## src/design/rfg_pkg.sv

```systemverilog
// Package for the rectangle fill grid: default sizes, register indexes,
// command and status codes, and the controller/datapath interface structs.
// No dependencies.
`default_nettype none

package rfg_pkg;

  localparam int MAX_ROWS_DEF   = 64;
  localparam int MAX_COLS_DEF   = 64;
  localparam int VALUE_BITS_DEF = 32;

  localparam int CFG_IDX_W  = 2;
  localparam int CFG_DATA_W = 32;
  localparam int CMD_W      = 2;
  localparam int STATUS_W   = 2;
  localparam int BOUND_W    = 7;
  localparam int POS_W      = 6;
  localparam int OUT_VAL_W  = 32;

  localparam logic [CFG_IDX_W-1:0] CFG_ROWS_IN_USE = 2'd0;
  localparam logic [CFG_IDX_W-1:0] CFG_COLS_IN_USE = 2'd1;
  localparam logic [CFG_IDX_W-1:0] CFG_FILL_INIT   = 2'd2;

  localparam logic [BOUND_W-1:0]    ROWS_RESET = 7'd64;
  localparam logic [BOUND_W-1:0]    COLS_RESET = 7'd64;
  localparam logic [CFG_DATA_W-1:0] INIT_RESET = 32'd0;

  localparam logic [CMD_W-1:0] CMD_CLEAR = 2'd0;
  localparam logic [CMD_W-1:0] CMD_APPLY = 2'd1;
  localparam logic [CMD_W-1:0] CMD_READ  = 2'd2;

  localparam logic [STATUS_W-1:0] ST_DONE   = 2'd0;
  localparam logic [STATUS_W-1:0] ST_EMPTY  = 2'd1;
  localparam logic [STATUS_W-1:0] ST_REJECT = 2'd2;

  typedef enum logic [1:0] {
    OP_NONE  = 2'd0,
    OP_CLEAR = 2'd1,
    OP_FILL  = 2'd2,
    OP_READ  = 2'd3
  } op_t;

  typedef struct packed {
    logic accept;
    logic rd_in;
    logic fill_rd;
    logic clr_wr;
    logic clr_zero;
    logic capture;
    logic out_load;
  } ctl_cmd_t;

  typedef struct packed {
    op_t  op;
    logic sweep_last;
    logic fill_last;
    logic out_free;
  } dp_stat_t;

endpackage

`default_nettype wire

```

## src/design/rfg_ctl.sv

```systemverilog
// Controller state machine for the rectangle fill grid: sequences the reset
// clearing pass, clear sweeps, row fills, reads and result hand-off.
// Depends on rfg_pkg.
`default_nettype none

module rfg_ctl (
  input  wire logic              clk,
  input  wire logic              rst_n,
  input  wire logic              in_valid,
  output logic                   in_stall,
  input  wire rfg_pkg::dp_stat_t stat,
  output rfg_pkg::ctl_cmd_t      cmd
);

  typedef enum logic [5:0] {
    S_INIT      = 6'b000001,
    S_IDLE      = 6'b000010,
    S_CLEAR     = 6'b000100,
    S_FILL      = 6'b001000,
    S_READ_WAIT = 6'b010000,
    S_DONE      = 6'b100000
  } state_t;

  state_t state_r;
  state_t state_nxt;

  always_ff @(posedge clk) begin
    if (!rst_n) begin
      state_r <= S_INIT;
    end else begin
      state_r <= state_nxt;
    end
  end

  always_comb begin
    cmd       = '0;
    state_nxt = state_r;
    in_stall  = 1'b1;
    case (state_r)
      S_INIT: begin
        cmd.clr_wr   = 1'b1;
        cmd.clr_zero = 1'b1;
        if (stat.sweep_last) begin
          state_nxt = S_IDLE;
        end
      end
      S_IDLE: begin
        in_stall = 1'b0;
        if (in_valid) begin
          cmd.accept = 1'b1;
          case (stat.op)
            rfg_pkg::OP_CLEAR: state_nxt = S_CLEAR;
            rfg_pkg::OP_FILL:  state_nxt = S_FILL;
            rfg_pkg::OP_READ: begin
              cmd.rd_in = 1'b1;
              state_nxt = S_READ_WAIT;
            end
            default: state_nxt = S_DONE;
          endcase
        end
      end
      S_CLEAR: begin
        cmd.clr_wr = 1'b1;
        if (stat.sweep_last) begin
          state_nxt = S_DONE;
        end
      end
      S_FILL: begin
        cmd.fill_rd = 1'b1;
        if (stat.fill_last) begin
          state_nxt = S_DONE;
        end
      end
      S_READ_WAIT: begin
        cmd.capture = 1'b1;
        state_nxt   = S_DONE;
      end
      S_DONE: begin
        if (stat.out_free) begin
          cmd.out_load = 1'b1;
          state_nxt    = S_IDLE;
        end
      end
      default: state_nxt = S_INIT;
    endcase
  end

endmodule

`default_nettype wire

```

## config.mk

```make
export PLATFORM = sky130hd
export DESIGN_NAME = rfg_ctl
export DESIGN_NICKNAME = d
export VERILOG_FILES = /design/src/design/rfg_pkg.sv /design/src/design/rfg_ctl.sv
export SDC_FILE = /design/constraint.sdc
export NUM_CORES = 1
export LEC_CHECK = 0
export ABC_AREA = 1
export ABC_CLOCK_PERIOD_IN_PS = 3050
export BUFFER_PORTS_ARGS = -buffer_cell sky130_fd_sc_hd__buf_4
export CAP_MARGIN = 10
export CORE_AREA = 5 5 42 44
export CTS_CLUSTER_DIAMETER = 40
export CTS_CLUSTER_SIZE = 30
export DETAILED_ROUTE_END_ITERATION = 10
export DIE_AREA = 0 0 47 49
export GPL_TIMING_DRIVEN = 0
export REMOVE_ABC_BUFFERS = 1
export SYNTH_ARGS = -nofsm -noshare
export SYNTH_HDL_FRONTEND = slang
export SYNTH_SLANG_ARGS = --single-unit
```

## constraint.sdc

```tcl
create_clock -name clk -period 3.05 [get_ports clk]
set_input_delay 0.61 -clock clk [delete_from_list [all_inputs] [get_ports clk]]
set_output_delay 0.61 -clock clk [all_outputs]
set_load 0.01 [all_outputs]
```

==> results of run 1 <==
==> stage by stage <==
step / util [%] / power, uW / hold WS, ps / cells
6_report: 45.1 / 518 / 604 / 114
5_1_grt: 45.1 / 569 / 607 / 114
4_1_cts: 45.1 / 523 / 601 / 114
3_5_place_dp: 43.5 / 448 / 600 / 111
3_3_place_gp: 43.5 / 448 / 592 / 111
2_1_floorplan: - / 353 / 567 / 80
==> power by group <==
part | leakage [uW] | internal (uW) | switching (uW)
logic | 0.000304 | 124 | 191
clock network | 0.0000138 | 44.5 | 28.7
registers | 0.0000492 | 104 | 25.6
==> cells in the final DEF, fill, tap and decap left out, drive strengths merged <==
master and instances:
dfxtp 6, nor3 2, inv 18, or2 1, o21ai 1, nor3b 1
buf 15, nor2 20, nor4 1, clkbuf 3, nand3 11, nand2 14
nand4 5
==> per-layer routing <==
| layer | vias up | GRT usage, % | part of all wire [%] |
|---|---|---|---|
| li1 | 289 | - | - |
| met1 | 223 | 13.2 | 49 |
| met2 | 18 | 14.0 | 44 |
| met3 | 0 | 2.21 | 6.8 |
| met4 | 0 | 6.91 | 0 |
| met5 | - | 0 | 0 |
==> cells by family after synthesis <==
family,share of synthesized area (%)
flops,25.2
simple gates,59.6
buf+inv,14.2
compound gates,1.05
==> final timing paths <==
path	startpoint	end	slack [ps]
setup / recovery	state_r[3]	cmd[5]	1120
hold / removal	rst_n	state_r[0]	600
setup reg to reg	state_r[3]	state_r[2]	1770
hold reg to reg	state_r[5]	state_r[5]	600
==> worst max-delay path, cell delays in order, from the launching register on <==
cell     delay (ps)
dfxtp_1         340
nor2_4          220
nand3_2         190
nor3_1          180
buf_4           150
==> final cells by class <==
cell class	count	area share [%]
Sequential cell	6	19.0
Multi-Input combinational cell	56	45.7
Clock buffer	3	3.56
Tap cell	16	3.17
Timing Repair Buffer	15	17.8
Inverter	18	10.7
==> results.json, run 1 <==
{
  "finalInstanceArea_um2": 632,
  "cts_buffers": 3,
  "num-fill-cells": 156,
  "slew_violations": 0,
  "drt-total-wl_mm": 1.10,
  "fin_crit_sh_pct": 63.4,
  "rsz0062_at_grt": "no",
  "cts-root-buf": "clkbuf_4",
  "routedWlPerCell_um": 9.61,
  "holdBufCountCts": 0,
  "crit_required_ps": 2440,
  "drive_above_1_share_pct": 28.6,
  "place_hpwl_um": 893,
  "layout_setup_ws_ps": 1120,
  "synth_top_cell_area_share_pct": 25.2,
  "netlist_top_cells_count": "18 x inv_1, 14 x nand2_1, 14 x nor2_1, 8 x nand3_1, 6 x dfxtp_1",
  "ant_nets": 0,
  "clk_latency_ps": 240,
  "core_mm2": 0.00140,
  "h-tree-depth": 1,
  "max_slew_margin_pct": 82.2,
  "seq_area_frac_synth_pct": 25.2,
  "timing.hold.worst_path_depth": 2,
  "antenna_found_initial": 0,
  "place.gp.congestion": 0.812,
  "cts_tree": "yes",
  "grt_max_degree": 9,
  "rows": 14,
  "diodes": 0,
  "synthesis.instances": 80,
  "post_cts_resized": 0,
  "crit_type": "register to output port",
  "synth-edff-count": 0,
  "ir_drop_v": 0.000335,
  "syn_avg_cell_area_um2": 5.96,
  "die_x_um": 47,
  "clock_sinks": 6,
  "yosys.area.top_type": "dfxtp_1",
  "power_leakage_uw": 0.000367,
  "vias": 530,
  "rr_worst_depth": 9,
  "crit_arrival_ps": 1320,
  "hold_viol": 0,
  "cp-start-kind": "register",
  "synth_cell_types": 14,
  "regArea_um2": 120,
  "max_freq_ghz": 0.518,
  "grt.total_usage_pct": 10.1,
  "synth-seq-cells": 6,
  "clk_pin_slew_ps": 50,
  "die_h_um": 49,
  "synth-main-ff-cell": "dfxtp_1",
  "globalRouteOverflowTotal": 0,
  "crit_path_max_fanout": 8,
  "first_pass_iters": 4,
  "pin_count": 16,
  "grt_pass1_wl_mm": 1.72,
  "tightest_slew_ps": 266,
  "placed_area_um2": 609,
  "syn_to_final_growth_pct": 32.5,
  "grt_pass1_vias": 449,
  "yosysMostFrequentCell": "inv_1",
  "synthArstFlopShare_pct": 0,
  "start_util_pct": 34.0,
  "yosysWarnings": 0,
  "hp-class": "input pin to register",
  "post_drt_via_cell_ratio": 4.65,
  "drc": 0,
  "dieArea_mm2": 0.00230,
  "status": "complete, no violations",
  "endpoint_kind": "output port",
  "clock_skew_ps": 2.03,
  "power-per-cell-area_mw_per_mm2": 820,
  "syn-cell-area_um2": 477,
  "largest_reg_flops": 6,
  "postCtsSetupRepairBufs": 0,
  "multi_input_area_um2": 289,
  "period_minus_slack_ps": 1930,
  "regMostFlops": "state_r",
  "finalSetupViolCount": 0,
  "nets": 108,
  "pre_cts_slack_ps": 1360,
  "cap_violations": 0,
  "drtIter0Drc": 23,
  "place.port_buffers": 15,
  "cts_max_path_buffers": 2,
  "setup_tns_ps": 0,
  "largestRegisters": "state_r: 6 flops",
  "synth.area.top_cells": "dfxtp_1 25%, inv_1 14%, nand2_1 11%"
}
No activity file was read; power rests on OpenSTA's default activity.
==> run 2, diff against run 1 <==
ABC_CLOCK_PERIOD_IN_PS = 1600   (was 3050)
clock period = 1.6 ns   (was 3.05 ns; I/O delays follow)
==> results.json, run 2 (synthesis results as in run 1) <==
{
  "routedWlPerCell_um": 10.1,
  "holdWs_ps": 313,
  "antenna_found_initial": 0,
  "timing.hold.worst_path_depth": 2,
  "h-tree-depth": 1,
  "core_mm2": 0.00140,
  "vias": 560,
  "endpoint_kind": "output port",
  "largest_reg_flops": 6,
  "utilization_pct": 49.6,
  "max_slew_margin_pct": 82.0,
  "ant_nets": 0,
  "globalRouteOverflowTotal": 0,
  "status": "complete, no violations",
  "finalSetupViolCount": 0,
  "worstHoldStart": "rst_n",
  "hold_viol": 0,
  "hp-class": "input pin to register",
  "rrSetupSlack_ps": 190,
  "grt_pass1_wl_mm": 1.73,
  "rr_endpoint": "state_r[2]",
  "pin_count": 16,
  "grt.total_usage_pct": 10.2,
  "rr_startpoint": "state_r[3]",
  "cts_tree": "yes",
  "final_cell_mix": "20 x buf_4, 18 x inv_1, 14 x nand2_1",
  "die_x_um": 47,
  "clk_pin_slew_ps": 50,
  "power_leakage_uw": 0.000395,
  "slew_violations": 0,
  "cts_buffers": 3,
  "syn_to_final_growth_pct": 45.9,
  "cap_violations": 0,
  "max_freq_ghz": 0.646,
  "drive_above_1_share_pct": 33.7,
  "drtIter0Drc": 18,
  "clk_latency_ps": 240,
  "die_h_um": 49,
  "largestRegisters": "state_r: 6 flops",
  "post_drt_via_cell_ratio": 4.67,
  "diodes": 0,
  "clock_sinks": 6,
  "power-per-cell-area_mw_per_mm2": 1600,
  "dieArea_mm2": 0.00230,
  "period_minus_slack_ps": 1550,
  "cp-start-kind": "register",
  "regMostFlops": "state_r",
  "grt_pass1_vias": 452,
  "final_common_cell": "buf_4",
  "nets": 114,
  "grt_max_degree": 9,
  "drt-total-wl_mm": 1.21,
  "ir_drop_v": 0.000726,
  "clock_skew_ps": 4.49,
  "rr_worst_depth": 8,
  "cts_max_path_buffers": 2,
  "first_pass_iters": 4,
  "place.gp.congestion": 0.812,
  "hold_end": "state_r[0]",
  "tightest_slew_ps": 270,
  "holdBufCountCts": 0,
  "crit_arrival_ps": 1230,
  "crit_required_ps": 1280,
  "crit_path_max_fanout": 7,
  "fin_crit_sh_pct": 96.7,
  "cts-root-buf": "clkbuf_4",
  "place_hpwl_um": 893,
  "place.port_buffers": 15,
  "crit_type": "register to output port",
  "rows": 14,
  "drc": 0,
  "start_util_pct": 34.0
}
[run 2: changes by cell type in the layout (fill, tap and decap cells not counted)]
cell and change:
buf_4 +5, buf_6 +1, nand3_2 -1, nand3_4 +1, nor2_1 -1, nor2_4 +1
[run 2: routing by layer]
metal / track usage [%] / up-vias / part of all wire (%)
met2: 14.3 / 16 / 48
met4: 6.91 / 0 / 0
met1: 13.4 / 239 / 47
met5: 0 / - / 0
met3: 2.21 / 0 / 5.1
li1: - / 305 / -
[run 2: how the worst max path moves through the flow]
stage | slack [ps] | depth (start not counted) | from | end
after floorplan | 280 | 3 | state_r[5] | cmd[5]
after global placement | 230 | 4 | state_r[3] | cmd[5]
after detailed placement | 240 | 4 | state_r[3] | cmd[5]
after CTS | 20 | 4 | state_r[5] | cmd[5]
after global routing | -30 | 4 | state_r[0] | cmd[3]
final | 50 | 4 | state_r[3] | cmd[5]
[run 2: power by group]
part / switching [uW] / internal, uW / total [uW]
Sequential: 53.5 / 198 / 252
Combinational: 405 / 318 / 723
Clock: 55.3 / 84.9 / 140
Total: 514 / 601 / 1110
[run 2: what timing repair did]
item,in CTS,in global routing
setup buffers,0,6
endpoints found under the setup margin,1,2
pin swaps,1,3
gates resized for setup,2,2
[run 2: layout make-up]
class / count / area (um2)
clock buffer: 3 / 22.5
tap: 16 / 20.0
multi-input combinational: 56 / 304
inverter: 18 / 67.6
sequential: 6 / 120
fill: 142 / 706
timing repair buffer: 21 / 161
[run 2: critical path, cell delays in order (launching register included)]
cell and delay (ps):
dfxtp_1 340, nor2_4 220, nand3_4 120, nor3_1 150, buf_4 150
[run 2: stage by stage]
stage / std cells / setup slack [ps] / area, um2 / TNS (ps) / total power, uW
3_3_place_gp: 111 / 234 / 609 / 0 / 854
5_1_grt: 120 / -31.3 / 696 / -84.5 / 1220
3_5_place_dp: 111 / 236 / 609 / 0 / 853
6_report: 120 / 52.3 / 696 / 0 / 1110
4_1_cts: 114 / 16.0 / 642 / 0 / 1010
2_1_floorplan: 80 / 277 / 477 / 0 / 673
==> run 3, diff against run 2 <==
PLACE_DENSITY_LB_ADDON = 0.25   (was unset)
==> results.json, run 3 (synthesis results as in run 1) <==
{
  "ant_nets": 0,
  "rrSetupSlack_ps": 190,
  "setup_tns_ps": 0,
  "clock_sinks": 6,
  "crit_required_ps": 1280,
  "crit_type": "register to output port",
  "grt.total_usage_pct": 11.8,
  "finalSetupViolCount": 0,
  "start_util_pct": 34.0,
  "grt_pass1_vias": 480,
  "holdBufCountCts": 0,
  "hold_viol": 0,
  "first_pass_iters": 4,
  "rsz0062_at_grt": "yes",
  "antenna_found_initial": 0,
  "post_drt_via_cell_ratio": 4.63,
  "cts-root-buf": "clkbuf_4",
  "cts_max_path_buffers": 2,
  "grt_max_degree": 9,
  "max_slew_margin_pct": 82.4,
  "nets": 113,
  "cp_cell_sequence": "nor2_4 -> nand3_2 -> nor3_1 -> buf_4",
  "timing.hold.worst_path_depth": 2,
  "die_x_um": 47,
  "cp-start-kind": "register",
  "worstHoldStart": "rst_n",
  "drt-total-wl_mm": 1.23,
  "drtIter0Drc": 12,
  "diodes": 0,
  "crit_path_max_fanout": 7,
  "drc": 0,
  "vias": 551,
  "routedWlPerCell_um": 10.3,
  "status": "complete, no violations",
  "cap_violations": 0,
  "place.gp.congestion": 0.816,
  "dp.cells": 111,
  "globalRouteOverflowTotal": 0,
  "period_minus_slack_ps": 1560,
  "place_hpwl_um": 893,
  "largestRegisters": "state_r: 6 flops",
  "final_cells": 119,
  "rr_endpoint": "state_r[5]",
  "ir_drop_v": 0.000632,
  "core_mm2": 0.00140,
  "rows": 14,
  "clk_latency_ps": 250,
  "power_leakage_uw": 0.000388,
  "rr_startpoint": "state_r[2]",
  "h-tree-depth": 1,
  "cts_buffers": 3,
  "max_freq_ghz": 0.639,
  "fin_crit_sh_pct": 97.8,
  "final_cell_mix": "20 x buf_4, 18 x inv_1, 14 x nand2_1",
  "place.port_buffers": 15,
  "holdWs_ps": 300,
  "drive_above_1_share_pct": 34.0,
  "hp-class": "input pin to register",
  "largest_reg_flops": 6,
  "syn_to_final_growth_pct": 41.5,
  "clk_pin_slew_ps": 50,
  "critPathSlowestCell": "dfxtp_1",
  "power-per-cell-area_mw_per_mm2": 1570,
  "rr_worst_depth": 9,
  "regMostFlops": "state_r",
  "clock_skew_ps": 0.701,
  "cts_tree": "yes",
  "pin_count": 16,
  "dieArea_mm2": 0.00230,
  "final_common_cell": "buf_4",
  "slowest_delay_ps": 340,
  "die_h_um": 49,
  "tightest_slew_ps": 261,
  "hold_end": "state_r[0]",
  "grt_pass1_wl_mm": 1.84,
  "slew_violations": 0,
  "endpoint_kind": "output port",
  "crit_arrival_ps": 1240
}
[run 3: changes by cell type in the layout (fill, tap and decap cells not counted)]
cell	delta
nand3_2	+1
nand3_4	-1
nor2_2	+2
nor2_4	-1
buf_6	-1
nor2_1	-1
[run 3: worst max path at each step]
stage,end,cells after the start,startpoint,slack [ps]
floorplan,cmd[5],3,state_r[5],280
global placement,cmd[5],4,state_r[3],240
detailed placement,cmd[5],4,state_r[3],230
CTS,cmd[5],5,state_r[1],20
global route,cmd[5],4,state_r[2],-20
finish,cmd[5],4,state_r[2],40
[run 3: stage by stage]
step / cell area, um2 / worst slack, ps / utilization, % / power [uW]
2_1_floorplan: 477 / 277 / - / 673
3_3_place_gp: 609 / 239 / 43.5 / 849
3_5_place_dp: 609 / 229 / 43.5 / 858
4_1_cts: 654 / 19.9 / 46.7 / 1020
5_1_grt: 674 / -18.9 / 48.1 / 1140
6_report: 674 / 35.5 / 48.1 / 1060
[run 3: layout make-up]
cell class                 instances  area, um2
fill                             157        727
multi-input combinational         56        294
timing repair buffer              20        150
sequential                         6        120
inverter                          18       67.6
clock buffer                       3       22.5
tap                               16       20.0
[run 3: repair_timing]
item | 4_1_cts | 5_1_grt
endpoints found under the setup margin | 1 | 3
hold endpoints to repair | 0 | 0
gates resized for setup | 0 | 2
setup buffers | 3 | 2
pin swaps | 1 | 1
[run 3: power by group]
group	internal [uW]	switching, uW	leakage [uW]
logic	269	389	0.000325
clock network	85.3	61.6	0.0000138
registers	198	53.4	0.0000492
total	553	504	0.000388
[run 3: worst max-delay path, delay by kind of cell (launching register included)]
kind / cells / cell delay (ps)
and+or+nand+nor: 3 / 510
DFF: 1 / 340
buffers and inverters: 1 / 150
[run 3: metal layers]
metal | GRT usage, % | up-vias | part of all wire, %
met4 | 11.1 | 0 | 4.6
met1 | 13.9 | 227 | 43
met2 | 15.6 | 19 | 45
li1 | - | 298 | -
met5 | 0 | - | 0
met3 | 4.43 | 7 | 7.6
